`config.mk`:
```
export PLATFORM = sky130hd
export DESIGN_NAME = lrc_front_flat
export DESIGN_NICKNAME = d
export VERILOG_FILES = /design/src/hw/rtl/line_rect_clipper_defines.svh /design/src/hw/rtl/lrc_pkg.sv /design/src/hw/rtl/lrc_if.sv /design/src/hw/rtl/lrc_front.sv /design/src/flat_wrapper.sv
export SDC_FILE = /design/constraint.sdc
export NUM_CORES = 1
export LEC_CHECK = 0
export BUFFER_PORTS_ARGS = -buffer_cell sky130_fd_sc_hd__buf_2
export CORE_MARGIN = 4
export CORE_UTILIZATION = 30
export CTS_CLUSTER_SIZE = 20
export DETAILED_ROUTE_END_ITERATION = 12
export HOLD_SLACK_MARGIN = 0.12
export MAX_ROUTING_LAYER = met4
export PLACE_DENSITY = 0.57
export SETUP_SLACK_MARGIN = 0.4
export SYNTH_ARGS = -nofsm -noshare
export SYNTH_HDL_FRONTEND = slang
export SYNTH_SLANG_ARGS = --single-unit
```
`constraint.sdc`:
```
create_clock -name clk_i -period 13.4 [get_ports clk_i]
set_input_delay 0 -clock clk_i [delete_from_list [all_inputs] [get_ports clk_i]]
set_output_delay 0 -clock clk_i [all_outputs]
set_load 0.005 [all_outputs]
```
`src/hw/rtl/line_rect_clipper_defines.svh`:
```
// Assertion macros of the line_rect_clipper RTL, used by lrc_queue.
`ifndef LINE_RECT_CLIPPER_DEFINES_SVH
`define LINE_RECT_CLIPPER_DEFINES_SVH

// Property that must hold at every rising clock edge out of reset.
`define LRC_ASSERT_NOW(lbl, clk, rstn, prop, msg) \
  lbl: assert property (@(posedge clk) disable iff (!rstn) (prop)) else $error(msg);

// Consequent that must hold in the cycle after the antecedent.
`define LRC_ASSERT_NEXT(lbl, clk, rstn, ante, cons, msg) \
  lbl: assert property (@(posedge clk) disable iff (!rstn) (ante) |=> (cons)) else $error(msg);

`endif

```
`src/hw/rtl/lrc_pkg.sv`:
```
// Shared constants and types of the line rectangle clipper.
package lrc_pkg;

  localparam int COORD_WIDTH_DEF     = 24;
  localparam int PARAM_FRAC_BITS_DEF = 16;
  localparam int Z_WIDTH             = 32;
  localparam int PIX_FRAC            = 8;
  localparam int BOUND_WIDTH         = 16;
  localparam int LIMIT_WIDTH         = BOUND_WIDTH + PIX_FRAC;
  localparam int REG_IDX_WIDTH       = 2;
  localparam int QUEUE_DEPTH         = 4;

  typedef enum logic [REG_IDX_WIDTH-1:0] {
    REG_BOUND_LEFT   = 2'd0,
    REG_BOUND_TOP    = 2'd1,
    REG_BOUND_RIGHT  = 2'd2,
    REG_BOUND_BOTTOM = 2'd3
  } lrc_reg_e;

endpackage

```
`src/hw/rtl/lrc_if.sv`:
```
// Channel interfaces: segment in, result out, and classified word between front and back.
interface lrc_seg_if import lrc_pkg::*; #(
  parameter int CW = COORD_WIDTH_DEF
);
  logic                      valid;
  logic                      ready;
  logic signed [CW-1:0]      start_x;
  logic signed [CW-1:0]      start_y;
  logic signed [Z_WIDTH-1:0] start_z;
  logic signed [CW-1:0]      end_x;
  logic signed [CW-1:0]      end_y;
  logic signed [Z_WIDTH-1:0] end_z;

  modport source (output valid, start_x, start_y, start_z, end_x, end_y, end_z, input ready);
  modport sink   (input valid, start_x, start_y, start_z, end_x, end_y, end_z, output ready);
endinterface


interface lrc_cls_if import lrc_pkg::*; #(
  parameter int CW = COORD_WIDTH_DEF,
  parameter int LW = CW + 2
);
  logic                      valid;
  logic                      ready;
  logic signed [CW-1:0]      sx;
  logic signed [CW-1:0]      sy;
  logic signed [Z_WIDTH-1:0] sz;
  logic signed [CW:0]        dx;
  logic signed [CW:0]        dy;
  logic signed [Z_WIDTH:0]   dz;
  logic [1:0][LW-1:0]        num_lo;
  logic [1:0][LW-1:0]        num_hi;
  logic [1:0][CW:0]          den;
  logic [1:0]                neg_lo;
  logic [1:0]                neg_hi;
  logic [1:0]                dzero;
  logic [1:0]                in_box;
  logic                      empty;

  modport source (output valid, sx, sy, sz, dx, dy, dz, num_lo, num_hi, den, neg_lo, neg_hi,
                  dzero, in_box, empty, input ready);
  modport sink   (input valid, sx, sy, sz, dx, dy, dz, num_lo, num_hi, den, neg_lo, neg_hi,
                  dzero, in_box, empty, output ready);
endinterface

```
`src/hw/rtl/lrc_front.sv`:
```
// Front end: bound registers, segment intake and per-axis classification.
module lrc_front import lrc_pkg::*; #(
  parameter int CW = COORD_WIDTH_DEF,
  parameter int LW = CW + 2
) (
  input  logic                     clk_i,
  input  logic                     rst_ni,
  input  logic                     cfg_we_i,
  input  logic [REG_IDX_WIDTH-1:0] cfg_idx_i,
  input  logic [BOUND_WIDTH-1:0]   cfg_data_i,
  lrc_seg_if.sink                  seg,
  lrc_cls_if.source                cls
);

  logic [BOUND_WIDTH-1:0] bl_q, bt_q, br_q, bb_q;
  logic [BOUND_WIDTH-1:0] br_m1, bb_m1;
  logic [LIMIT_WIDTH-1:0] lim_lo [2];
  logic [LIMIT_WIDTH-1:0] lim_hi [2];
  logic signed [CW-1:0]   s [2];
  logic signed [CW-1:0]   e [2];
  logic signed [CW:0]     dlt [2];
  logic signed [LW-1:0]   dl_lo [2];
  logic signed [LW-1:0]   dl_hi [2];

  logic                      load;
  logic                      v_q;
  logic signed [CW-1:0]      sx_q, sy_q;
  logic signed [Z_WIDTH-1:0] sz_q;
  logic signed [CW:0]        dx_q, dy_q;
  logic signed [Z_WIDTH:0]   dz_q;
  logic [1:0][LW-1:0]        nlo_d, nhi_d, nlo_q, nhi_q;
  logic [1:0][CW:0]          den_d, den_q;
  logic [1:0]                neglo_d, neghi_d, dzero_d, in_box_d;
  logic [1:0]                neglo_q, neghi_q, dzero_q, in_box_q;
  logic                      empty_d, empty_q;

  always_ff @(posedge clk_i or negedge rst_ni) begin
    if (!rst_ni) begin
      bl_q <= '0;
      bt_q <= '0;
      br_q <= '1;
      bb_q <= '1;
    end else if (cfg_we_i) begin
      case (lrc_reg_e'(cfg_idx_i))
        REG_BOUND_LEFT:   bl_q <= cfg_data_i;
        REG_BOUND_TOP:    bt_q <= cfg_data_i;
        REG_BOUND_RIGHT:  br_q <= cfg_data_i;
        REG_BOUND_BOTTOM: bb_q <= cfg_data_i;
        default: ;
      endcase
    end
  end

  assign br_m1 = br_q - BOUND_WIDTH'(1);
  assign bb_m1 = bb_q - BOUND_WIDTH'(1);

  always_comb begin
    lim_lo[0] = {bl_q, {PIX_FRAC{1'b0}}};
    lim_lo[1] = {bt_q, {PIX_FRAC{1'b0}}};
    lim_hi[0] = {br_m1, {PIX_FRAC{1'b0}}};
    lim_hi[1] = {bb_m1, {PIX_FRAC{1'b0}}};
    s[0] = seg.start_x;
    s[1] = seg.start_y;
    e[0] = seg.end_x;
    e[1] = seg.end_y;
    // inclusive maximum is edge-1, so an edge at or below the minimum is empty
    empty_d = (br_q <= bl_q) || (bb_q <= bt_q);
    for (int a = 0; a < 2; a++) begin
      dlt[a]   = (CW+1)'(e[a]) - (CW+1)'(s[a]);
      dl_lo[a] = LW'($signed({1'b0, lim_lo[a]})) - LW'(s[a]);
      dl_hi[a] = LW'($signed({1'b0, lim_hi[a]})) - LW'(s[a]);
      nlo_d[a] = dl_lo[a][LW-1] ? LW'(-dl_lo[a]) : LW'(dl_lo[a]);
      nhi_d[a] = dl_hi[a][LW-1] ? LW'(-dl_hi[a]) : LW'(dl_hi[a]);
      den_d[a] = dlt[a][CW] ? (CW+1)'(-dlt[a]) : (CW+1)'(dlt[a]);
      neglo_d[a]  = dl_lo[a][LW-1] ^ dlt[a][CW];
      neghi_d[a]  = dl_hi[a][LW-1] ^ dlt[a][CW];
      dzero_d[a]  = (dlt[a] == '0);
      in_box_d[a] = (dl_lo[a][LW-1] || (dl_lo[a] == '0)) && !dl_hi[a][LW-1];
    end
  end

  assign seg.ready = !v_q || cls.ready;
  assign load      = seg.valid && seg.ready;

  always_ff @(posedge clk_i or negedge rst_ni) begin
    if (!rst_ni) begin
      v_q <= 1'b0;
    end else if (seg.ready) begin
      v_q <= seg.valid;
    end
  end

  always_ff @(posedge clk_i) begin
    if (load) begin
      sx_q     <= seg.start_x;
      sy_q     <= seg.start_y;
      sz_q     <= seg.start_z;
      dx_q     <= dlt[0];
      dy_q     <= dlt[1];
      dz_q     <= (Z_WIDTH+1)'(seg.end_z) - (Z_WIDTH+1)'(seg.start_z);
      nlo_q    <= nlo_d;
      nhi_q    <= nhi_d;
      den_q    <= den_d;
      neglo_q  <= neglo_d;
      neghi_q  <= neghi_d;
      dzero_q  <= dzero_d;
      in_box_q <= in_box_d;
      empty_q  <= empty_d;
    end
  end

  assign cls.valid  = v_q;
  assign cls.sx     = sx_q;
  assign cls.sy     = sy_q;
  assign cls.sz     = sz_q;
  assign cls.dx     = dx_q;
  assign cls.dy     = dy_q;
  assign cls.dz     = dz_q;
  assign cls.num_lo = nlo_q;
  assign cls.num_hi = nhi_q;
  assign cls.den    = den_q;
  assign cls.neg_lo = neglo_q;
  assign cls.neg_hi = neghi_q;
  assign cls.dzero  = dzero_q;
  assign cls.in_box = in_box_q;
  assign cls.empty  = empty_q;

endmodule

```
`src/flat_wrapper.sv`:
```
// flat-port wrapper written by rule: the top's interface ports become plain ports
module lrc_front_flat import lrc_pkg::*;
#(
  parameter int CW = COORD_WIDTH_DEF,
  parameter int LW = CW + 2
)
  (clk_i, rst_ni, cfg_we_i, cfg_idx_i, cfg_data_i, seg_valid, seg_start_x, seg_start_y, seg_start_z, seg_end_x, seg_end_y, seg_end_z, seg_ready, cls_valid, cls_sx, cls_sy, cls_sz, cls_dx, cls_dy, cls_dz, cls_num_lo, cls_num_hi, cls_den, cls_neg_lo, cls_neg_hi, cls_dzero, cls_in_box, cls_empty, cls_ready);
  lrc_seg_if #(.CW(CW)) seg_i ();
  lrc_cls_if #(.CW(CW), .LW(LW)) cls_i ();
  input  logic clk_i;
  input  logic rst_ni;
  input  logic cfg_we_i;
  input  logic [REG_IDX_WIDTH-1:0] cfg_idx_i;
  input  logic [BOUND_WIDTH-1:0] cfg_data_i;
  input wire logic [$bits(seg_i.valid)-1:0] seg_valid;
  input wire logic [$bits(seg_i.start_x)-1:0] seg_start_x;
  input wire logic [$bits(seg_i.start_y)-1:0] seg_start_y;
  input wire logic [$bits(seg_i.start_z)-1:0] seg_start_z;
  input wire logic [$bits(seg_i.end_x)-1:0] seg_end_x;
  input wire logic [$bits(seg_i.end_y)-1:0] seg_end_y;
  input wire logic [$bits(seg_i.end_z)-1:0] seg_end_z;
  output wire logic [$bits(seg_i.ready)-1:0] seg_ready;
  output wire logic [$bits(cls_i.valid)-1:0] cls_valid;
  output wire logic [$bits(cls_i.sx)-1:0] cls_sx;
  output wire logic [$bits(cls_i.sy)-1:0] cls_sy;
  output wire logic [$bits(cls_i.sz)-1:0] cls_sz;
  output wire logic [$bits(cls_i.dx)-1:0] cls_dx;
  output wire logic [$bits(cls_i.dy)-1:0] cls_dy;
  output wire logic [$bits(cls_i.dz)-1:0] cls_dz;
  output wire logic [$bits(cls_i.num_lo)-1:0] cls_num_lo;
  output wire logic [$bits(cls_i.num_hi)-1:0] cls_num_hi;
  output wire logic [$bits(cls_i.den)-1:0] cls_den;
  output wire logic [$bits(cls_i.neg_lo)-1:0] cls_neg_lo;
  output wire logic [$bits(cls_i.neg_hi)-1:0] cls_neg_hi;
  output wire logic [$bits(cls_i.dzero)-1:0] cls_dzero;
  output wire logic [$bits(cls_i.in_box)-1:0] cls_in_box;
  output wire logic [$bits(cls_i.empty)-1:0] cls_empty;
  input wire logic [$bits(cls_i.ready)-1:0] cls_ready;
  assign seg_i.valid = seg_valid;
  assign seg_i.start_x = seg_start_x;
  assign seg_i.start_y = seg_start_y;
  assign seg_i.start_z = seg_start_z;
  assign seg_i.end_x = seg_end_x;
  assign seg_i.end_y = seg_end_y;
  assign seg_i.end_z = seg_end_z;
  assign seg_ready = seg_i.ready;
  assign cls_valid = cls_i.valid;
  assign cls_sx = cls_i.sx;
  assign cls_sy = cls_i.sy;
  assign cls_sz = cls_i.sz;
  assign cls_dx = cls_i.dx;
  assign cls_dy = cls_i.dy;
  assign cls_dz = cls_i.dz;
  assign cls_num_lo = cls_i.num_lo;
  assign cls_num_hi = cls_i.num_hi;
  assign cls_den = cls_i.den;
  assign cls_neg_lo = cls_i.neg_lo;
  assign cls_neg_hi = cls_i.neg_hi;
  assign cls_dzero = cls_i.dzero;
  assign cls_in_box = cls_i.in_box;
  assign cls_empty = cls_i.empty;
  assign cls_i.ready = cls_ready;
  lrc_front #(.CW(CW), .LW(LW)) u_core (.clk_i(clk_i), .rst_ni(rst_ni), .cfg_we_i(cfg_we_i), .cfg_idx_i(cfg_idx_i), .cfg_data_i(cfg_data_i), .seg(seg_i), .cls(cls_i));
endmodule
```
==> results.md, run 1 <==
- Clk sink count: 385
- DRT iter0 DRCs: 1498
- Mapped cell area: 0.0259 sq mm
- Routed wire length: 85700 um
- Worst R2R Start: u_core.br_q[5]
- Drt wl/cell: 19.3 um
- CP Class: flop to flop
- CTS root buf: clkbuf_16
- Final Net Count: 3618
- Initial Util: 30.3%
- Post-synthesis register bit count: 385
- Min Tclk post-route: 4.87 ns
- # DRC: 0
- Cell count after synthesis: 2527
- Syn Nets: 2899
- Total power: 4.80 mW
- Worst Skew: 0.0116 ns
- Reg2reg path depth: 14
- H-tree levels: 2
- Main synth FF type: edfxtp_1
- Pin count of the biggest net entering global routing: 71
- CP Max Fanout: 13
- Fin crit share: 36.3%
- CTS clock-pin slew for the worst setup and hold paths: 0.06 ns
- Post-route setup TNS: 0 ns
- Routed Antenna Nets: 0
- Max Slew Vio Count: 0
- CTS resizes: 0
- TritonCTS clock tree: done
- Worst hold-check path type: input pin to asynchronous set/reset pin
- Initial antenna violation count: 20
- Crit. End Element: flop
- Congestion Overflow GR: 0
- Final hold slack: 0.124 ns
- Max VDD drop: 97.9 uV
- Fmax: 0.205 GHz
- Global-route wire length before repair: 128000 um
- CP Launch Type: flop
- RSZ-0062 raised after global routing: false
- Skew-Pair Late Insertion Delay: 0.59 ns
- Post-synth EDFFs: 320
- Core ar.: 0.0854 sq mm
- Mean post-synth cell area: 10.3 sq um
- DIE AREA: 0.0911 sq mm
- P&R area growth vs syn: 29.9%
- Placer Congestion: 0.903
- Die height: 302 um
- Seq/Total Area, Yosys: 43.5%
- Setup violators final: 0
- Worst slew margin: 19.1%
- Port Buffers: 510
- TritonRoute pass-1 iters: 5
- DPL Wire Length: 66500 um
- Reg-to-reg critical path endpoint: u_core.cls.num_hi[3]
- # Max-Cap Violations: 0
- Top-Level Pins: 511
- Netlist cell types: 96
- Layout cells sized above 1: 22.6%
- Pwr dens: 143 mW/mm^2
- Die W: 302 um
- Total number of vias: 22.3k
- Vias in the first global route: 21.3k
- Final hold viol count: 0
- GRT Resource Usage Total: 18.4%
- Cts bufs inserted: 48
- R2R setup slack: 8.53 ns
- Vias per inst: 5.02
- CTS Buffer Depth: 3
- FFs w/ async S/R, synth: 16.9%
- Critical path data required time: 13.73 ns
- LEAKAGE: 13.9 nW
- Crit path DAT: 5.20 ns
- Status: completed
- Synth warn: 0
- Tightest Pin Transition: 1.20 ns
- # rows: 107
- Finished Core Util: 39.4%
## worst max path at each step
stage	slack, ns	depth (start not counted)	from	endpoint
finish	8.53	14	u_core.br_q[5]	u_core.cls.num_hi[3]
global placement	8.65	14	u_core.br_q[5]	u_core.cls.num_hi[3]
CTS	8.60	14	u_core.br_q[5]	u_core.cls.num_hi[3]
global route	8.14	14	u_core.br_q[5]	u_core.cls.num_hi[3]
floorplan	4.89	2	u_core.cls.valid	u_core.cls.den[10]
detailed placement	8.61	14	u_core.br_q[5]	u_core.cls.num_hi[3]
## flip-flops by register name, summed over array words and instances, names as in the netlist
signal,flops
u_core.cls.sy,23
u_core.cls.dx,25
u_core.bb_q,16
u_core.cls.sz,32
u_core.cls.num_lo,50
u_core.cls.in_box,2
u_core.cls.valid,1
u_core.bt_q,16
u_core.cls.den,48
u_core.cls.neg_hi,2
u_core.cls.num_hi,52
u_core.cls.sx,23
u_core.cls.dz,33
u_core.cls.neg_lo,2
u_core.bl_q,16
u_core.cls.dy,25
u_core.cls.dzero,2
u_core.cls.empty,1
u_core.br_q,16
## timing repair
item                      in CTS  in global routing
hold buffers                 229                  0
setup buffers                  0                  0
hold endpoints to repair     312                  0
## logic make-up after synthesis
kind of cell	after synthesis	synth area share, %
AOI/OAI and AO/OA	646	17.1
xor gates and xnor gates	282	9.64
adders and majority gates	189	9.21
buffers and inverters	269	4.04
DFF	385	43.5
muxes	59	2.53
and+or+nand+nor	697	14.0
## layer usage
layer	wire, um	share of wire (%)	global-route usage, %
met2	41600	49	30.7
met5	0	0	-
met3	4160	4.9	2.61
met4	2140	2.5	4.77
met1	37800	44	23.7
## through the flow
stage               std cells  instance area, sq um  setup WS (ns)
global route             4447                 33700           8.14
floorplan                2527                 25900           4.89
global placement         4111                 29700           8.65
CTS                      4428                 33600           8.60
detailed placement       4111                 29700           8.61
finish                   4447                 33700           8.53
## layout by cell type (no fill, tap or decap), types with 14 or more instances in the layout
cell	netlist	final
diode_2	0	19
buf_2	6	510
a21oi_1	148	148
or3_1	28	28
nor4_1	29	29
a2111oi_0	14	14
o21a_1	40	40
nand4_1	31	31
dfstp_2	32	32
o31ai_1	17	17
mux2_2	51	51
xnor2_1	184	184
and2_1	21	20
ha_1	186	186
a21o_1	69	69
nor2_1	147	147
xor2_1	95	95
nand2_1	152	152
inv_1	182	182
nor3_1	63	63
clkbuf_16	0	51
a211oi_1	29	29
a31oi_1	33	33
edfxtp_1	320	320
o21ai_0	126	126
nor2b_1	31	31
o211ai_1	14	14
and3_1	28	28
nand2b_1	33	33
or2_2	20	20
nand3_1	53	53
a211o_1	16	16
dlygate4sd3_1	0	229
dfrtp_1	33	33
## power breakdown
group	internal (mW)	total [mW]	switching (mW)
sequential	1.58	1.68	0.0966
clock	0.821	1.37	0.549
combinational	0.749	1.75	1.00
## synthesized netlist by cell type, types with 20 or more instances
library cell  count  area share (%)
a211oi_1         29            0.84
a21o_1           69             2.0
a21oi_1         148             2.9
a31oi_1          33            0.80
and2_1           21            0.51
and3_1           28            0.68
clkbuf_1         66            0.96
dfrtp_1          33             3.2
dfstp_2          32             3.2
edfxtp_1        320              37
ha_1            186             9.0
inv_1           182             2.6
mux2_2           51             2.2
nand2_1         152             2.2
nand2b_1         33            0.80
nand3_1          53             1.0
nand4_1          31            0.75
nor2_1          147             2.1
nor2b_1          31            0.75
nor3_1           63             1.2
nor4_1           29            0.70
o21a_1           40             1.2
o21ai_0         126             2.4
or2_2            20            0.48
or3_1            28            0.68
xnor2_1         184             6.2
xor2_1           95             3.2
## final cells by class
class | count | area, sq um
fillers | 8447 | 51800
inverters | 187 | 702
multi-input cells | 1873 | 13600
flip-flops and latches | 385 | 11300
repair buffers | 751 | 4930
diodes | 19 | 47.5
well taps | 1144 | 1430
clock buffers | 60 | 1330
clock inverters | 28 | 320
## critical path, cell delays in order, from the launching register on
cell      delay [ns]
dfstp_2         0.39
nor4_1          0.55
nand2_1         0.17
nor3_1          0.21
xor2_1          0.10
ha_1            0.45
nand2_1         0.12
or3_1           0.40
a311o_1         0.36
a21oi_1         0.29
a21oi_1         0.17
o311ai_2        0.92
o21a_1          0.18
o221ai_1        0.14
xnor2_1         0.17
Note: power is estimated with default switching activity, not from simulation.
==> run 2, diff against run 1 <==
--- a/config.mk
+++ b/config.mk
@@ -12,7 +12,7 @@
 export DETAILED_ROUTE_END_ITERATION = 12
 export HOLD_SLACK_MARGIN = 0.12
 export MAX_ROUTING_LAYER = met4
-export PLACE_DENSITY = 0.57
+export PLACE_DENSITY = 0.58
 export SETUP_SLACK_MARGIN = 0.4
 export SYNTH_ARGS = -nofsm -noshare
 export SYNTH_HDL_FRONTEND = slang
==> constraint.sdc (replaced) <==
create_clock -name clk_i -period 4.4 [get_ports clk_i]
set_input_delay 0 -clock clk_i [delete_from_list [all_inputs] [get_ports clk_i]]
set_output_delay 0 -clock clk_i [all_outputs]
set_load 0.005 [all_outputs]
==> run 2 against run 1 <==
  * Clock skew increased by 0.0050 ns
  * Flip-flop and latch count unchanged
  * Worst hold slack got worse by 0.0014 ns
  * Largest cell class unchanged
==> results.md, run 2 (synthesized netlist as in run 1, its figures left out) <==
- GRT Resource Usage Total: 18.4% (about the same)
- Post-route setup TNS: 0 ns (unchanged)
- Initial antenna violation count: 22 (+10%)
- LEAKAGE: 14.2 nW (+2.0%)
- Skew-Pair Late Insertion Delay: 0.59 ns (about the same)
- CP Class: flop to flop
- Routed Antenna Nets: 0 (unchanged)
- # Max-Cap Violations: 0 (unchanged)
- Routed wire length: 85900 um (+0.24%)
- Setup violators final: 0 (unchanged)
- Cts bufs inserted: 47 (-2.1%)
- Min Tclk post-route: 3.93 ns (-0.939 ns)
- Total power: 14.9 mW (+210%)
- Layout cells sized above 1: 25.4% (+2.8 points)
- Drt wl/cell: 19.1 um (-0.65%)
- Congestion Overflow GR: 0 (unchanged)
- # DRC: 0 (unchanged)
- Crit. End Element: flop
- CTS Buffer Depth: 3 (unchanged)
- Total number of vias: 22.4k (+0.43%)
- Crit path DAT: 4.27 ns (-0.93 ns)
- Worst R2R Start: u_core.br_q[2]
- Initial Util: 30.3% (unchanged)
- Reg-to-reg critical path endpoint: u_core.cls.num_hi[24]
- Final Net Count: 3658 (+1.1%)
- Die height: 302 um (unchanged)
- Worst slew margin: 35.5% (+16 points)
- Fmax: 0.254 GHz (+24%)
- Die W: 302 um (unchanged)
- RSZ-0062 raised after global routing: true
- Commonest cells after routing, fill and taps aside: buf_2 (510), edfxtp_1 (320), dlygate4sd3_1 (216)
- Fin crit share: 89.3% (+53 points)
- Vias in the first global route: 21.7k (+1.6%)
- Port Buffers: 510 (unchanged)
- R2R setup slack: 0.47 ns (-8.06 ns)
- Vias per inst: 5.00 (-0.46%)
- P&R area growth vs syn: 32.6%
- Status: completed
- Pwr dens: 433 mW/mm^2 (+200%)
- H-tree levels: 2 (unchanged)
- Commonest non-fill, non-tap cell in the layout: buf_2
- Clk sink count: 385 (unchanged)
- CP Max Fanout: 8 (-5)
- Reg2reg path depth: 14 (unchanged)
- CP Launch Type: flop
- CTS clock-pin slew for the worst setup and hold paths: 0.06 ns (about the same)
- Top-Level Pins: 511 (unchanged)
- Max Slew Vio Count: 0 (unchanged)
- DPL Wire Length: 66800 um (+0.47%)
- # rows: 107 (unchanged)
- Tightest Pin Transition: 0.964 ns (-0.238 ns)
- Global-route wire length before repair: 128000 um (+0.28%)
- Worst hold-check path type: input pin to asynchronous set/reset pin
- Worst Skew: 0.0166 ns (+0.00500 ns)
- CTS root buf: clkbuf_16
- Placer Congestion: 0.894 (-1.0%)
- Critical path data required time: 4.74 ns (-8.99 ns)
- TritonCTS clock tree: done
- Number of flip-flops in the largest register: 52 (unchanged)
- TritonRoute pass-1 iters: 5 (unchanged)
- Max VDD drop: 303 uV (+210%)
- DRT iter0 DRCs: 1659 (+11%)
- Core ar.: 0.0854 sq mm (unchanged)
- Final hold viol count: 0 (unchanged)
- Fill cell count: 8397 (-0.59%)
- DIE AREA: 0.0911 sq mm (unchanged)
- Pin count of the biggest net entering global routing: 73 (+2.8%)
## run 2: cell types whose count changed in the layout (fill, tap and decap cells not counted), moves of 6 or more
cell and change:
ha_4 +6, a21oi_1 -6, dlygate4sd3_1 -13, ha_1 -8
buf_4 +46, buf_12 +6
## run 2: worst max path at each step
stage          slack (ns)  depth (start not counted)           start                     to
2_1_floorplan        0.42                         15  u_core.br_q[5]  u_core.cls.num_hi[15]
3_3_place_gp         0.19                         10  u_core.bt_q[0]  u_core.cls.num_lo[36]
3_5_place_dp         0.18                         10  u_core.bt_q[0]  u_core.cls.num_lo[36]
4_1_cts              0.29                         14  u_core.br_q[5]  u_core.cls.num_hi[24]
5_1_grt              0.31                         15  u_core.bb_q[0]  u_core.cls.num_hi[50]
6_report             0.47                         14  u_core.br_q[2]  u_core.cls.num_hi[24]
## run 2: worst max-delay path, stage by stage, from the launching register on
cell and delay, ns:
dfstp_2 0.39, nor4_4 0.44, nand2_2 0.12, nor3_2 0.21, xor2_1 0.29, ha_4 0.25
nand2_1 0.09, or3_1 0.39, a311o_1 0.31, a21oi_2 0.22, buf_4 0.15, xnor2_2 0.14
nor4bb_4 0.39, a31oi_1 0.15, xnor2_1 0.15
## run 2: what timing repair did
action                                  CTS  global route
endpoints found under the setup margin   48            93
buffers inserted                          5            21
gates resized for setup                   9            64
pin swaps                                 0            21
hold buffers                            216             0
hold endpoints to repair                307             0
## run 2: report_power, final
part	switching, mW	internal (mW)	total [mW]
Sequential	0.295	4.82	5.11
Clock	1.65	2.46	4.11
Combinational	3.16	2.49	5.65
Total	5.10	9.77	14.9
## run 2: final cells by class
class,count,area [sq um],area share [%]
multi-input combinational,1873,14000,40.7
sequential,385,11300,32.8
timing repair buffer,792,5300,15.4
tap,1144,1430,4.17
clock buffer,54,1240,3.62
inverter,187,706,2.05
clock inverter,32,379,1.10
antenna,20,50.0,0.146
## run 2: routing by layer
| metal | wire length (um) | track usage, % | vias up |
|---|---|---|---|
| li1 | - | - | 10900 |
| met1 | 37300 | 23.5 | 10700 |
| met2 | 41600 | 30.4 | 601 |
| met3 | 4350 | 2.57 | 144 |
| met4 | 2700 | 5.93 | 0 |
| met5 | 0 | - | - |
## run 2: metrics by stage
step | util [%] | worst slack [ns] | area (sq um) | hold slack [ns] | instances
after CTS | 39.6 | 0.289 | 33800 | 0.122 | 4446
after floorplan | - | 0.425 | 25900 | -0.296 | 2527
after global placement | 35.0 | 0.195 | 29900 | 0.191 | 4139
after detailed placement | 35.0 | 0.181 | 29900 | 0.193 | 4139
final | 40.2 | 0.469 | 34400 | 0.122 | 4487
after global routing | 40.2 | 0.308 | 34400 | 0.127 | 4486
