[src/hw/rtl/line_rect_clipper_defines.svh]
// Assertion macros of the line_rect_clipper RTL, used by lrc_queue.
`ifndef LINE_RECT_CLIPPER_DEFINES_SVH
`define LINE_RECT_CLIPPER_DEFINES_SVH

// Property that must hold at every rising clock edge out of reset.
`define LRC_ASSERT_NOW(lbl, clk, rstn, prop, msg) \
  lbl: assert property (@(posedge clk) disable iff (!rstn) (prop)) else $error(msg);

// Consequent that must hold in the cycle after the antecedent.
`define LRC_ASSERT_NEXT(lbl, clk, rstn, ante, cons, msg) \
  lbl: assert property (@(posedge clk) disable iff (!rstn) (ante) |=> (cons)) else $error(msg);

`endif

[src/hw/rtl/lrc_pkg.sv]
// Shared constants and types of the line rectangle clipper.
package lrc_pkg;

  localparam int COORD_WIDTH_DEF     = 24;
  localparam int PARAM_FRAC_BITS_DEF = 16;
  localparam int Z_WIDTH             = 32;
  localparam int PIX_FRAC            = 8;
  localparam int BOUND_WIDTH         = 16;
  localparam int LIMIT_WIDTH         = BOUND_WIDTH + PIX_FRAC;
  localparam int REG_IDX_WIDTH       = 2;
  localparam int QUEUE_DEPTH         = 4;

  typedef enum logic [REG_IDX_WIDTH-1:0] {
    REG_BOUND_LEFT   = 2'd0,
    REG_BOUND_TOP    = 2'd1,
    REG_BOUND_RIGHT  = 2'd2,
    REG_BOUND_BOTTOM = 2'd3
  } lrc_reg_e;

endpackage

[src/hw/rtl/lrc_if.sv]


interface lrc_cls_if import lrc_pkg::*; #(
  parameter int CW = COORD_WIDTH_DEF,
  parameter int LW = CW + 2
);
  logic                      valid;
  logic                      ready;
  logic signed [CW-1:0]      sx;
  logic signed [CW-1:0]      sy;
  logic signed [Z_WIDTH-1:0] sz;
  logic signed [CW:0]        dx;
  logic signed [CW:0]        dy;
  logic signed [Z_WIDTH:0]   dz;
  logic [1:0][LW-1:0]        num_lo;
  logic [1:0][LW-1:0]        num_hi;
  logic [1:0][CW:0]          den;
  logic [1:0]                neg_lo;
  logic [1:0]                neg_hi;
  logic [1:0]                dzero;
  logic [1:0]                in_box;
  logic                      empty;

  modport source (output valid, sx, sy, sz, dx, dy, dz, num_lo, num_hi, den, neg_lo, neg_hi,
                  dzero, in_box, empty, input ready);
  modport sink   (input valid, sx, sy, sz, dx, dy, dz, num_lo, num_hi, den, neg_lo, neg_hi,
                  dzero, in_box, empty, output ready);
endinterface

[src/hw/rtl/lrc_queue.sv]
// Short queue of classified words between the front and back ends.
`include "line_rect_clipper_defines.svh"

module lrc_queue import lrc_pkg::*; #(
  parameter int CW = COORD_WIDTH_DEF,
  parameter int LW = CW + 2
) (
  input  logic       clk_i,
  input  logic       rst_ni,
  lrc_cls_if.sink    wr,
  lrc_cls_if.source  rd
);

  localparam int IW   = 2*CW + Z_WIDTH + 2*(CW+1) + (Z_WIDTH+1) + 4*LW + 2*(CW+1) + 9;
  localparam int PW   = $clog2(QUEUE_DEPTH);
  localparam int CNTW = $clog2(QUEUE_DEPTH + 1);

  logic [IW-1:0]   mem [QUEUE_DEPTH];
  logic [IW-1:0]   wdata;
  logic [PW-1:0]   wp_q, rp_q;
  logic [CNTW-1:0] cnt_q;
  logic            push, pop;

  assign wdata = {wr.sx, wr.sy, wr.sz, wr.dx, wr.dy, wr.dz, wr.num_lo, wr.num_hi, wr.den,
                  wr.neg_lo, wr.neg_hi, wr.dzero, wr.in_box, wr.empty};
  assign {rd.sx, rd.sy, rd.sz, rd.dx, rd.dy, rd.dz, rd.num_lo, rd.num_hi, rd.den,
          rd.neg_lo, rd.neg_hi, rd.dzero, rd.in_box, rd.empty} = mem[rp_q];

  assign wr.ready = (cnt_q != CNTW'(QUEUE_DEPTH));
  assign rd.valid = (cnt_q != '0);
  assign push     = wr.valid && wr.ready;
  assign pop      = rd.valid && rd.ready;

  always_ff @(posedge clk_i) begin
    if (push) begin
      mem[wp_q] <= wdata;
    end
  end

  always_ff @(posedge clk_i or negedge rst_ni) begin
    if (!rst_ni) begin
      wp_q  <= '0;
      rp_q  <= '0;
      cnt_q <= '0;
    end else begin
      if (push) begin
        wp_q <= wp_q + PW'(1);
      end
      if (pop) begin
        rp_q <= rp_q + PW'(1);
      end
      if (push && !pop) begin
        cnt_q <= cnt_q + CNTW'(1);
      end else if (pop && !push) begin
        cnt_q <= cnt_q - CNTW'(1);
      end
    end
  end

  `LRC_ASSERT_NOW(a_cnt_bound, clk_i, rst_ni, cnt_q <= CNTW'(QUEUE_DEPTH), "queue count overrun")
  `LRC_ASSERT_NOW(a_ptr_gap, clk_i, rst_ni, PW'(wp_q - rp_q) == cnt_q[PW-1:0], "pointer gap off")
  `LRC_ASSERT_NEXT(a_cnt_up, clk_i, rst_ni, push && !pop, cnt_q == $past(cnt_q) + CNTW'(1), "push lost")
  `LRC_ASSERT_NEXT(a_cnt_dn, clk_i, rst_ni, pop && !push, cnt_q == $past(cnt_q) - CNTW'(1), "pop lost")

endmodule

[src/flat_wrapper.sv]
// flat-port wrapper written by rule: the top's interface ports become plain ports
module lrc_queue_flat import lrc_pkg::*;
#(
  parameter int CW = COORD_WIDTH_DEF,
  parameter int LW = CW + 2
)
  (clk_i, rst_ni, wr_valid, wr_sx, wr_sy, wr_sz, wr_dx, wr_dy, wr_dz, wr_num_lo, wr_num_hi, wr_den, wr_neg_lo, wr_neg_hi, wr_dzero, wr_in_box, wr_empty, wr_ready, rd_valid, rd_sx, rd_sy, rd_sz, rd_dx, rd_dy, rd_dz, rd_num_lo, rd_num_hi, rd_den, rd_neg_lo, rd_neg_hi, rd_dzero, rd_in_box, rd_empty, rd_ready);
  lrc_cls_if #(.CW(CW), .LW(LW)) wr_i ();
  lrc_cls_if #(.CW(CW), .LW(LW)) rd_i ();
  input  logic clk_i;
  input  logic rst_ni;
  input wire logic [$bits(wr_i.valid)-1:0] wr_valid;
  input wire logic [$bits(wr_i.sx)-1:0] wr_sx;
  input wire logic [$bits(wr_i.sy)-1:0] wr_sy;
  input wire logic [$bits(wr_i.sz)-1:0] wr_sz;
  input wire logic [$bits(wr_i.dx)-1:0] wr_dx;
  input wire logic [$bits(wr_i.dy)-1:0] wr_dy;
  input wire logic [$bits(wr_i.dz)-1:0] wr_dz;
  input wire logic [$bits(wr_i.num_lo)-1:0] wr_num_lo;
  input wire logic [$bits(wr_i.num_hi)-1:0] wr_num_hi;
  input wire logic [$bits(wr_i.den)-1:0] wr_den;
  input wire logic [$bits(wr_i.neg_lo)-1:0] wr_neg_lo;
  input wire logic [$bits(wr_i.neg_hi)-1:0] wr_neg_hi;
  input wire logic [$bits(wr_i.dzero)-1:0] wr_dzero;
  input wire logic [$bits(wr_i.in_box)-1:0] wr_in_box;
  input wire logic [$bits(wr_i.empty)-1:0] wr_empty;
  output wire logic [$bits(wr_i.ready)-1:0] wr_ready;
  output wire logic [$bits(rd_i.valid)-1:0] rd_valid;
  output wire logic [$bits(rd_i.sx)-1:0] rd_sx;
  output wire logic [$bits(rd_i.sy)-1:0] rd_sy;
  output wire logic [$bits(rd_i.sz)-1:0] rd_sz;
  output wire logic [$bits(rd_i.dx)-1:0] rd_dx;
  output wire logic [$bits(rd_i.dy)-1:0] rd_dy;
  output wire logic [$bits(rd_i.dz)-1:0] rd_dz;
  output wire logic [$bits(rd_i.num_lo)-1:0] rd_num_lo;
  output wire logic [$bits(rd_i.num_hi)-1:0] rd_num_hi;
  output wire logic [$bits(rd_i.den)-1:0] rd_den;
  output wire logic [$bits(rd_i.neg_lo)-1:0] rd_neg_lo;
  output wire logic [$bits(rd_i.neg_hi)-1:0] rd_neg_hi;
  output wire logic [$bits(rd_i.dzero)-1:0] rd_dzero;
  output wire logic [$bits(rd_i.in_box)-1:0] rd_in_box;
  output wire logic [$bits(rd_i.empty)-1:0] rd_empty;
  input wire logic [$bits(rd_i.ready)-1:0] rd_ready;
  assign wr_i.valid = wr_valid;
  assign wr_i.sx = wr_sx;
  assign wr_i.sy = wr_sy;
  assign wr_i.sz = wr_sz;
  assign wr_i.dx = wr_dx;
  assign wr_i.dy = wr_dy;
  assign wr_i.dz = wr_dz;
  assign wr_i.num_lo = wr_num_lo;
  assign wr_i.num_hi = wr_num_hi;
  assign wr_i.den = wr_den;
  assign wr_i.neg_lo = wr_neg_lo;
  assign wr_i.neg_hi = wr_neg_hi;
  assign wr_i.dzero = wr_dzero;
  assign wr_i.in_box = wr_in_box;
  assign wr_i.empty = wr_empty;
  assign wr_ready = wr_i.ready;
  assign rd_valid = rd_i.valid;
  assign rd_sx = rd_i.sx;
  assign rd_sy = rd_i.sy;
  assign rd_sz = rd_i.sz;
  assign rd_dx = rd_i.dx;
  assign rd_dy = rd_i.dy;
  assign rd_dz = rd_i.dz;
  assign rd_num_lo = rd_i.num_lo;
  assign rd_num_hi = rd_i.num_hi;
  assign rd_den = rd_i.den;
  assign rd_neg_lo = rd_i.neg_lo;
  assign rd_neg_hi = rd_i.neg_hi;
  assign rd_dzero = rd_i.dzero;
  assign rd_in_box = rd_i.in_box;
  assign rd_empty = rd_i.empty;
  assign rd_i.ready = rd_ready;
  lrc_queue #(.CW(CW), .LW(LW)) u_core (.clk_i(clk_i), .rst_ni(rst_ni), .wr(wr_i), .rd(rd_i));
endmodule
[config.mk]
export PLATFORM = sky130hd
export DESIGN_NAME = lrc_queue_flat
export DESIGN_NICKNAME = d
export VERILOG_FILES = /design/src/hw/rtl/lrc_pkg.sv /design/src/hw/rtl/lrc_if.sv /design/src/hw/rtl/lrc_queue.sv /design/src/flat_wrapper.sv
export VERILOG_INCLUDE_DIRS = /design/src /design/src/hw/rtl
export SDC_FILE = /design/constraint.sdc
export NUM_CORES = 1
export LEC_CHECK = 0
export ABC_AREA = 0
export BUFFER_PORTS_ARGS = -buffer_cell sky130_fd_sc_hd__buf_2
export CAP_MARGIN = 10
export CORE_ASPECT_RATIO = 1.4
export CORE_UTILIZATION = 40
export DETAILED_ROUTE_END_ITERATION = 12
export GPL_TIMING_DRIVEN = 0
export SETUP_SLACK_MARGIN = 0.3
export SYNTH_ARGS = -nofsm -noshare
export SYNTH_HDL_FRONTEND = slang
export SYNTH_SLANG_ARGS = --single-unit
[constraint.sdc]
create_clock -name clk_i -period 10.05 [get_ports clk_i]
set_input_delay 1.005 -clock clk_i [delete_from_list [all_inputs] [get_ports clk_i]]
set_output_delay 1.005 -clock clk_i [all_outputs]
set_load 0.005 [all_outputs]
==> results of run 1 <==
Yosys cell counts, drive strengths merged:
master	number	area (µm²)
a21boi	1	11.26
and2	4	25.02
buf	70	878.3
clkbuf	3	11.26
dfrtp	7	175.2
edfxtp	1304	39160
fa	1	20.02
ha	5	62.56
inv	3	11.26
mux2	2	22.52
mux4	326	7342
nand2	2	7.510
nand3	1	5.000
nor2	2	7.510
or3	1	6.260
xnor2	4	35.03
xor2	2	17.52
sequential cells by signal, indices dropped and copies added (netlist names):
register / cells
u_core.cnt_q: 3
u_core.mem: 1304
u_core.rp_q: 2
u_core.wp_q: 2
worst max path at each step:
| stage | end | depth (start not counted) | slack, ns |
|---|---|---|---|
| floorplan | u_core.mem[2][0]$_DFFE_PP_ | 2 | 0.63 |
| global placement | u_core.mem[3][172]$_DFFE_PP_ | 3 | -5.77 |
| detailed placement | u_core.mem[2][96]$_DFFE_PP_ | 7 | 6.15 |
| CTS | rd_num_lo[12] | 4 | 5.66 |
| global route | rd_num_lo[12] | 4 | 5.69 |
| finish | rd_num_lo[11] | 4 | 5.98 |
where the power goes:
part | switching, mW | leakage, nW | internal (mW)
combinational | 2.72 | 5.55 | 2.49
clock | 1.96 | 1.87 | 2.41
sequential | 0.207 | 12.0 | 7.20
cell type report:
type                    instances  area [µm²]
multi-input cells             351        7572
flip-flops and latches       1311       39330
well taps                    1585        1983
fillers                      9631       60570
repair buffers                685        4004
clock buffers                 138        3049
inverters                       3       11.26
clock inverters                82       733.2
plain buffers                  73       889.6
diodes                         21       52.55
logic make-up (layout without fill, tap and decap cells):
group | count (synthesis) | in the layout | synth area share
AND/OR/NAND/NOR | 10 | 10 | 0.001073
multiplexers | 328 | 328 | 0.1541
flip-flops | 1311 | 1311 | 0.8229
XOR/XNOR | 6 | 6 | 0.001099
adder cells (fa/ha/maj) | 6 | 6 | 0.001728
other | 0 | 21 | 0
AO/OA/AOI/OAI | 1 | 1 | 0.0002356
buffers and inverters | 76 | 981 | 0.01885
stage by stage:
| step | power [mW] | util |
|---|---|---|
| after floorplan | 10.89 | - |
| after global routing | 17.77 | 0.4874 |
| final | 16.99 | 0.4876 |
| after detailed placement | 12.91 | 0.4550 |
| after global placement | 13.42 | 0.4490 |
| after CTS | 17.31 | 0.4871 |
routing by layer:
layer | part of all wire | vias to the layer above | wire length [µm]
met5 | 0.0029 | - | 305
met4 | 0.036 | 46 | 3767
met3 | 0.089 | 219 | 9406
met2 | 0.52 | 725 | 54260
met1 | 0.36 | 11320 | 37490
li1 | - | 9240 | -
==> flow_summary.ini, run 1 <==
[global_routing]
grt_antenna_before_repair = 46
grt_most_used_layer = met2
grt_max_degree = 58
groute.layer.met2.usage = 0.2964
wire_length_of_the_first_global_routing_pass_mm = 153.0
grtUsageMet3 = 0.06178
globalRoute.totalOverflow = 0
track_usage = 0.1735
number_of_global_route_vias_before_repair = 23480
groute.layer.met1.usage = 0.1946

[placed_design]
dpl.hpwl_mm = 70.90
place_ws_ns = 6.151
finalWeightedCongestion = 0.7343
dpl_cell_area_um2 = 53780
placed_cells = 4007
io_buffer_count = 657

[die]
die_area_um2 = 120900
floorplan.rows = 149
initial_core_util = 0.4044
dieWidth_um = 294.1
floorplan.die.height_um = 411.0
pin_count = 658
core_area_um2 = 118200

[logic_synthesis]
yosys.cell_types.count = 20
ys_seq_area_frac = 0.8229
synthCells = 1738
synthesis.yosys.warnings = 0
syn-mean-instance-area_um2 = 27.50
number_of_storage_elements_in_the_synthesis_netlist = 1311
synthesis.nets = 2074
syn_area_um2 = 47800

[worst_hold_path]
worstHoldPathCells = 1
holdPathEnd = u_core.mem[1][90]$_DFFE_PP_
hp-start = wr_num_hi[31]
path_class_of_the_lowest_slack_min_delay_path = input pin to flip-flop

[timing]
setup_tns_ns = 0
rsz0062_at_grt = no
timing.slew.headroom = 0.2693
period_minus_slack_ns = 4.073
tightestPinTransition_ns = 1.096
clock-skew-final_ns = 0.02527
finalHoldViolations = 0
finalSetupViolCount = 0
postLayoutSetupSlackWorst_ns = 5.977
final_max_slew_viol_count = 0
finalCritPeriodShare = 0.4053
max_clock_freq_mhz = 245.5
whs_ns = 0.4653

[clock_tree]
count_of_hold_buffers_inserted_by_post_cts_repair = 1
clk_path_buf_depth = 3
tritoncts = yes
post_cts.resized_instances = 0
cts.sink_count = 1311
cts_htree_levels = 3
clkTransAtPathRegs_ns = 0.06
post_cts.repair.setup_buffers = 0
cts_made_buffers = 119
worstSkewPairLatency_ns = 0.75
clock_root_buffer = clkbuf_16

[pwr]
power_per_cell_area_nw_per_um2 = 294.8
static-leakage-power_nw = 19.44
power.ir.vdd_worst_mv = 0.1775

[detailed_routing]
first_iter_violations = 1284
average_wire_per_standard_cell_um = 24.76
drtPass1Iterations = 5
viasPerCell = 5.072
antenna_violating_nets_post_route = 0
wirelength_mm = 105.2
drc = 0
routed-via-count = 21550

[outcome]
outcome = finished clean

[setup_path]
crit_path_start = u_core.rp_q[1]$_DFFE_PN0P_
r2r_cells = 7
timing.critical_path.arrival_ns = 3.07
cp-end-kind = output port
critPathMaxFanout = 10
crit_path_start_kind = flip-flop
worstReg2RegStart = u_core.cnt_q[0]$_DFFE_PN0P_
required_ns = 9.05
worst_path_max_delay_cell = clkbuf_1
timing.critical_path.buf_inv = 3
critical_path.top_delay_family = buffers and inverters
critical_path_most_common_cell = buf_2
setup.worst_path.class = flip-flop to output port
regToRegEndpoint = u_core.mem[2][96]$_DFFE_PP_
critical_path.max_stage_delay_ns = 0.82
ff2ff_setup_slack_ns = 6.87
timing.critical_path.cells = clkbuf_1, buf_2, mux4_2, buf_2

[finish]
final_cell_count_no_fill = 4249
share_of_final_layout_standard_cells_stronger_than_drive_strength_1 = 0.4764
area_growth_pct = 20.57
num-nets-final = 2880
fin_area_um2 = 57630
final_common_cell = edfxtp_1
mostFrequentLayoutCells = edfxtp_1, buf_2, mux4_2

[run]
drv.max_cap_violation_count = 0
Power figures use the tool's default switching activity.
==> run 2, diff against run 1 <==
Clock period 10.05 ns to 3.3 ns, I/O delays scaled along.
==> run 2 against run 1 <==
Effect of this change: utilization grew 2.7 points; sequential share of layout area shrank 3.6 points; register-to-register slack lost 6.4 ns; total power grew to 3.1 times the previous value; largest cell class unchanged; critical endpoint is now rd_dx[10]; first-iteration DRC count shrank 0.55%; cell count grew 7.4%; sequential power grew to 3.0 times the previous value; setup slack lost 5.5 ns; clock skew shrank 0.0095 ns; critical path type unchanged; count of clock-buffer cells in the layout is the same; clock power grew to 3.0 times the previous value; worst hold slack lost 0.14 ns; largest power group unchanged.
==> flow_summary.ini, run 2 (synthesized netlist as in run 1, its figures left out) <==
[die]
floorplan.rows = 149
pin_count = 658
dieWidth_um = 294.1
initial_core_util = 0.4044
floorplan.die.height_um = 411.0
die_area_um2 = 120900
core_area_um2 = 118200

[setup_path]
critical_path.top_delay_family = buffers and inverters
critical_path.max_stage_delay_ns = 0.38
required_ns = 2.97
worst_path_max_delay_cell = mux4_2
r2r_cells = 5
critPathMaxFanout = 10
timing.critical_path.buf_inv = 4
timing.critical_path.arrival_ns = 2.52
timing.critical_path.cells = buf_4, buf_6, buf_2, mux4_2, buf_2
critical_path_most_common_cell = buf_2
cp_num_cells = 5
crit_path_start_kind = flip-flop
setup.worst_path.class = flip-flop to output port
cp-end-kind = output port

[pwr]
power_per_cell_area_nw_per_um2 = 855.3
finalPower_mw = 52.01
power.ir.vdd_worst_mv = 0.7137
static-leakage-power_nw = 20.75

[timing]
finalHoldViolations = 0
timing.slew.headroom = 0.3958
tightestPinTransition_ns = 0.9063
finalCritPeriodShare = 0.8629
final_max_slew_viol_count = 0
max_clock_freq_mhz = 351.2
clock-skew-final_ns = 0.01581
postLayoutSetupSlackWorst_ns = 0.4525
whs_ns = 0.3267
rsz0062_at_grt = no
period_minus_slack_ns = 2.848
finalSetupViolCount = 0

[placed_design]
io_buffer_count = 657
place_ws_ns = 0.4194
finalWeightedCongestion = 0.7451
dpl.hpwl_mm = 70.46

[clock_tree]
cts.sink_count = 1311
tritoncts = yes
clock_root_buffer = clkbuf_16
clk_path_buf_depth = 3
post_cts.repair.setup_buffers = 0
worstSkewPairLatency_ns = 0.76
cts_made_buffers = 119
cts_htree_levels = 3
clkTransAtPathRegs_ns = 0.06

[finish]
share_of_final_layout_standard_cells_stronger_than_drive_strength_1 = 0.4218
layout.filler_cells = 9330
num-nets-final = 3207
top_register = u_core.mem
largest_register_ffs = 1304
final_common_cell = edfxtp_1
mostFrequentLayoutCells = edfxtp_1, buf_2, dlygate4sd3_1
reg_top3 = u_core.mem (1304), u_core.cnt_q (3)
area_growth_pct = 27.24

[global_routing]
number_of_global_route_vias_before_repair = 25030
globalRoute.totalOverflow = 0
grt_max_degree = 60
grt_antenna_before_repair = 12
wire_length_of_the_first_global_routing_pass_mm = 158.6
track_usage = 0.1782

[outcome]
outcome = finished clean

[detailed_routing]
average_wire_per_standard_cell_um = 23.57
wirelength_mm = 107.5
drc = 0
viasPerCell = 4.994
routed-via-count = 22780
antenna_violating_nets_post_route = 0
first_iter_violations = 1277
drtPass1Iterations = 5

[run]
drv.max_cap_violation_count = 0

[worst_hold_path]
worstHoldPathCells = 2
path_class_of_the_lowest_slack_min_delay_path = input pin to flip-flop
run 2: cell count changes in the layout (fill, tap and decap cells not counted), moves of 3 or more:
cell,delta
clkinv_1,+6
buf_12,-3
clkinv_2,-9
diode_2,-12
buf_4,+3
dlygate4sd3_1,+329
clkinvlp_4,+5
buf_2,-4
clkinv_8,-3
run 2: path summary, 6_finish.rpt:
path                                                   from                           end  slack [ns]
worst max-delay path             u_core.rp_q[1]$_DFFE_PN0P_                     rd_dx[10]        0.45
worst min-delay path                               wr_dz[3]  u_core.mem[0][166]$_DFFE_PP_        0.33
worst max register to register  u_core.cnt_q[0]$_DFFE_PN0P_  u_core.mem[1][275]$_DFFE_PP_        0.47
worst min register to register  u_core.cnt_q[2]$_DFFE_PN0P_   u_core.cnt_q[2]$_DFFE_PN0P_        0.56
max in group asynchronous                            rst_ni   u_core.cnt_q[0]$_DFFE_PN0P_        2.41
min in group asynchronous                            rst_ni    u_core.wp_q[0]$_DFFE_PN0P_        0.62
run 2: layout make-up:
class / instances / area, µm² / area share
Sequential cell: 1311 / 39330 / 0.6467
Multi-Input combinational cell: 351 / 7575 / 0.1245
Timing Repair Buffer: 1012 / 7264 / 0.1194
Clock buffer: 138 / 3049 / 0.05014
Tap cell: 1585 / 1983 / 0.03261
Buffer: 73 / 905.9 / 0.01489
Clock inverter: 80 / 673.1 / 0.01107
Antenna cell: 9 / 22.52 / 0.0003703
Inverter: 3 / 11.26 / 0.0001852
run 2: routing by layer:
metal / GRT usage / vias to the layer above / share of wire
met3: 0.05374 / 197 / 0.081
met5: 0 / - / 0.00041
li1: - / 9885 / -
met1: 0.2109 / 11910 / 0.38
met2: 0.3011 / 779 / 0.51
met4: 0.07543 / 8 / 0.036
run 2: where the power goes:
group          switching (mW)  internal [mW]
clock network            6.00           7.19
registers               0.649           21.9
logic                    8.40           7.83
total                    15.1           37.0
run 2: stage by stage:
stage / cells / instance area, µm² / setup TNS (ns) / utilization
final: 4562 / 60820 / 0 / 0.5145
after global routing: 4559 / 60810 / 0 / 0.5145
after CTS: 4553 / 60790 / 0 / 0.5144
after detailed placement: 4005 / 53750 / 0 / 0.4548
after global placement: 3980 / 53080 / -2694.26 / 0.4491
after floorplan: 1738 / 47810 / -267.67 / -
run 2: what timing repair did:
item | 4_1_cts | 5_1_grt
endpoints found under the setup margin | 220 | 0
hold buffers | 330 | 0
endpoints found under the hold margin | 1314 | 0
resized for setup | 7 | 0
==> run 3, diff against run 2 <==
Settings changed: GPL_TIMING_DRIVEN 0 to unset, MAX_ROUTING_LAYER set to met4.
==> run 3 against run 2 <==
Effect of this change: via count up 0.62%; cell count about the same; routed wire length up 0.23%; largest cell class unchanged; first-iteration DRC count down 3.3%; critical endpoint is now rd_num_lo[45]; sequential cell count unchanged; highest routed layer is now met4; worst hold slack worse by 0.24 ns; sequential share of layout area up 0.13 points; combinational power down 5%.
==> flow_summary.ini, run 3 (synthesized netlist as in run 1, its figures left out) <==
[outcome]
outcome = finished clean

[global_routing]
wire_length_of_the_first_global_routing_pass_mm = 158.8
globalRoute.totalOverflow = 0
number_of_global_route_vias_before_repair = 25230
grt_max_degree = 81
track_usage = 0.1831
grt_antenna_before_repair = 24

[detailed_routing]
average_wire_per_standard_cell_um = 23.60
routed-via-count = 22920
viasPerCell = 5.021
dr.max_layer_used = met4
antenna_violating_nets_post_route = 0
drtPass1Iterations = 5
wirelength_mm = 107.8
route.met2.wl_mm = 55.72
first_iter_violations = 1235
met3_wirelength_mm = 7.908
drc = 0
wl_met1_mm = 40.40

[setup_path]
r2r_cells = 5
worstReg2RegStart = u_core.cnt_q[0]$_DFFE_PN0P_
regToRegEndpoint = u_core.mem[3][61]$_DFFE_PP_
critical_path.top_delay_family = flip-flops
timing.critical_path.arrival_ns = 2.55
cp_num_cells = 3
setup.worst_path.class = flip-flop to output port
timing.critical_path.buf_inv = 2
ff2ff_setup_slack_ns = 0.86
required_ns = 2.97
critPathMaxFanout = 80
worst_path_max_delay_cell = dfrtp_4
critical_path.max_stage_delay_ns = 0.70
timing.critical_path.cells = buf_12, mux4_2, buf_2
crit_path_start_kind = flip-flop
cp-end-kind = output port

[die]
floorplan.rows = 149
pin_count = 658
die_area_um2 = 120900
core_area_um2 = 118200
floorplan.die.height_um = 411.0
dieWidth_um = 294.1
initial_core_util = 0.4044

[timing]
finalHoldViolations = 0
setup_tns_ns = 0
rsz0062_at_grt = no
tightestPinTransition_ns = 0.5704
timing.slew.headroom = 0.6197
final_max_slew_viol_count = 0
finalSetupViolCount = 0
clock-skew-final_ns = 0.01729
max_clock_freq_mhz = 347.5
period_minus_slack_ns = 2.878
finalCritPeriodShare = 0.8721

[finish]
area_growth_pct = 27.01
share_of_final_layout_standard_cells_stronger_than_drive_strength_1 = 0.4248
postLayoutCoreUtil = 0.5136
mostFrequentLayoutCells = edfxtp_1, buf_2, dlygate4sd3_1
num-nets-final = 3196
final_cell_count_no_fill = 4566
largest_register_ffs = 1304
final_common_cell = edfxtp_1
reg_top3 = u_core.mem (1304), u_core.cnt_q (3)
top_register = u_core.mem

[pwr]
static-leakage-power_nw = 20.70
power_per_cell_area_nw_per_um2 = 858.5
power.ir.vdd_worst_mv = 0.5832

[placed_design]
dpl.hpwl_mm = 69.68
placed_cells = 3991
io_buffer_count = 657
finalWeightedCongestion = 0.8183

[clock_tree]
clk_path_buf_depth = 3
clkTransAtPathRegs_ns = 0.06
tritoncts = yes
cts_made_buffers = 120
worstSkewPairLatency_ns = 0.73
cts_htree_levels = 3
post_cts.resized_instances = 0
clock_root_buffer = clkbuf_16
cts.sink_count = 1311

[run]
drv.max_cap_violation_count = 0

[worst_hold_path]
hp-start = wr_valid
path_class_of_the_lowest_slack_min_delay_path = input pin to flip-flop
worstHoldPathCells = 3
holdPathEnd = u_core.wp_q[0]$_DFFE_PN0P_
run 3: changes by cell type in the layout (fill, tap and decap cells not counted), sizes merged:
| cell | change |
|---|---|
| diode | +13 |
| clkinvlp | +2 |
| inv | -4 |
| dlygate4sd3 | -1 |
| buf | -8 |
| clkinv | -7 |
| bufinv | +9 |
run 3: timing repair:
action / CTS / global route
setup endpoints to repair: 255 / 0
hold buffers: 329 / 0
setup buffers: 3 / 0
endpoints found under the hold margin: 1313 / 0
run 3: cell type report:
type	instances	area (µm²)
flip-flops and latches	1311	39340
repair buffers	1073	7747
clock inverters	80	868.3
clock buffers	141	3124
fillers	9363	57490
multi-input cells	351	7575
diodes	22	55.05
inverters	3	11.26
well taps	1585	1983
run 3: report_power, final:
| group | internal (mW) | switching, mW |
|---|---|---|
| Combinational | 7.35 | 8.06 |
| Sequential | 21.9 | 0.766 |
| Clock | 8.02 | 5.97 |
| Total | 37.3 | 14.8 |
run 3: how the worst max path moves through the flow:
stage	startpoint	to	slack, ns
4_1_cts	u_core.rp_q[1]$_DFFE_PN0P_	rd_num_lo[45]	0.33
5_1_grt	u_core.rp_q[0]$_DFFE_PN0P_	rd_sz[14]	0.31
2_1_floorplan	u_core.cnt_q[0]$_DFFE_PN0P_	u_core.mem[0][0]$_DFFE_PP_	-0.21
6_report	u_core.rp_q[1]$_DFFE_PN0P_	rd_num_lo[45]	0.42
3_3_place_gp	u_core.cnt_q[0]$_DFFE_PN0P_	u_core.mem[3][61]$_DFFE_PP_	0.94
3_5_place_dp	u_core.cnt_q[0]$_DFFE_PN0P_	u_core.mem[3][9]$_DFFE_PP_	0.83
run 3: stage by stage:
step	power [mW]	instance area (µm²)	hold WS [ns]	worst slack, ns
2_1_floorplan	32.17	47810	0.03441	-0.2053
3_3_place_gp	38.14	53330	0.1636	0.9357
3_5_place_dp	38.47	53330	0.1721	0.8329
4_1_cts	52.95	60650	0.008336	0.3282
5_1_grt	54.38	60700	0.06787	0.3107
6_report	52.11	60700	0.08851	0.4220
run 3: worst register-to-register path: cells and delay by family (launching register included):
kind | cells | cell delay [ns]
DFF | 1 | 0.45
and+or+nand+nor | 2 | 0.54
buffers and inverters | 2 | 0.78
AOI/OAI and AO/OA | 1 | 0.33
run 3: layer usage:
metal  track usage  vias up
met5             -        -
met4       0.07301        0
met3       0.04520      179
met2        0.3078      798
met1        0.2099    12070
li1              -     9876
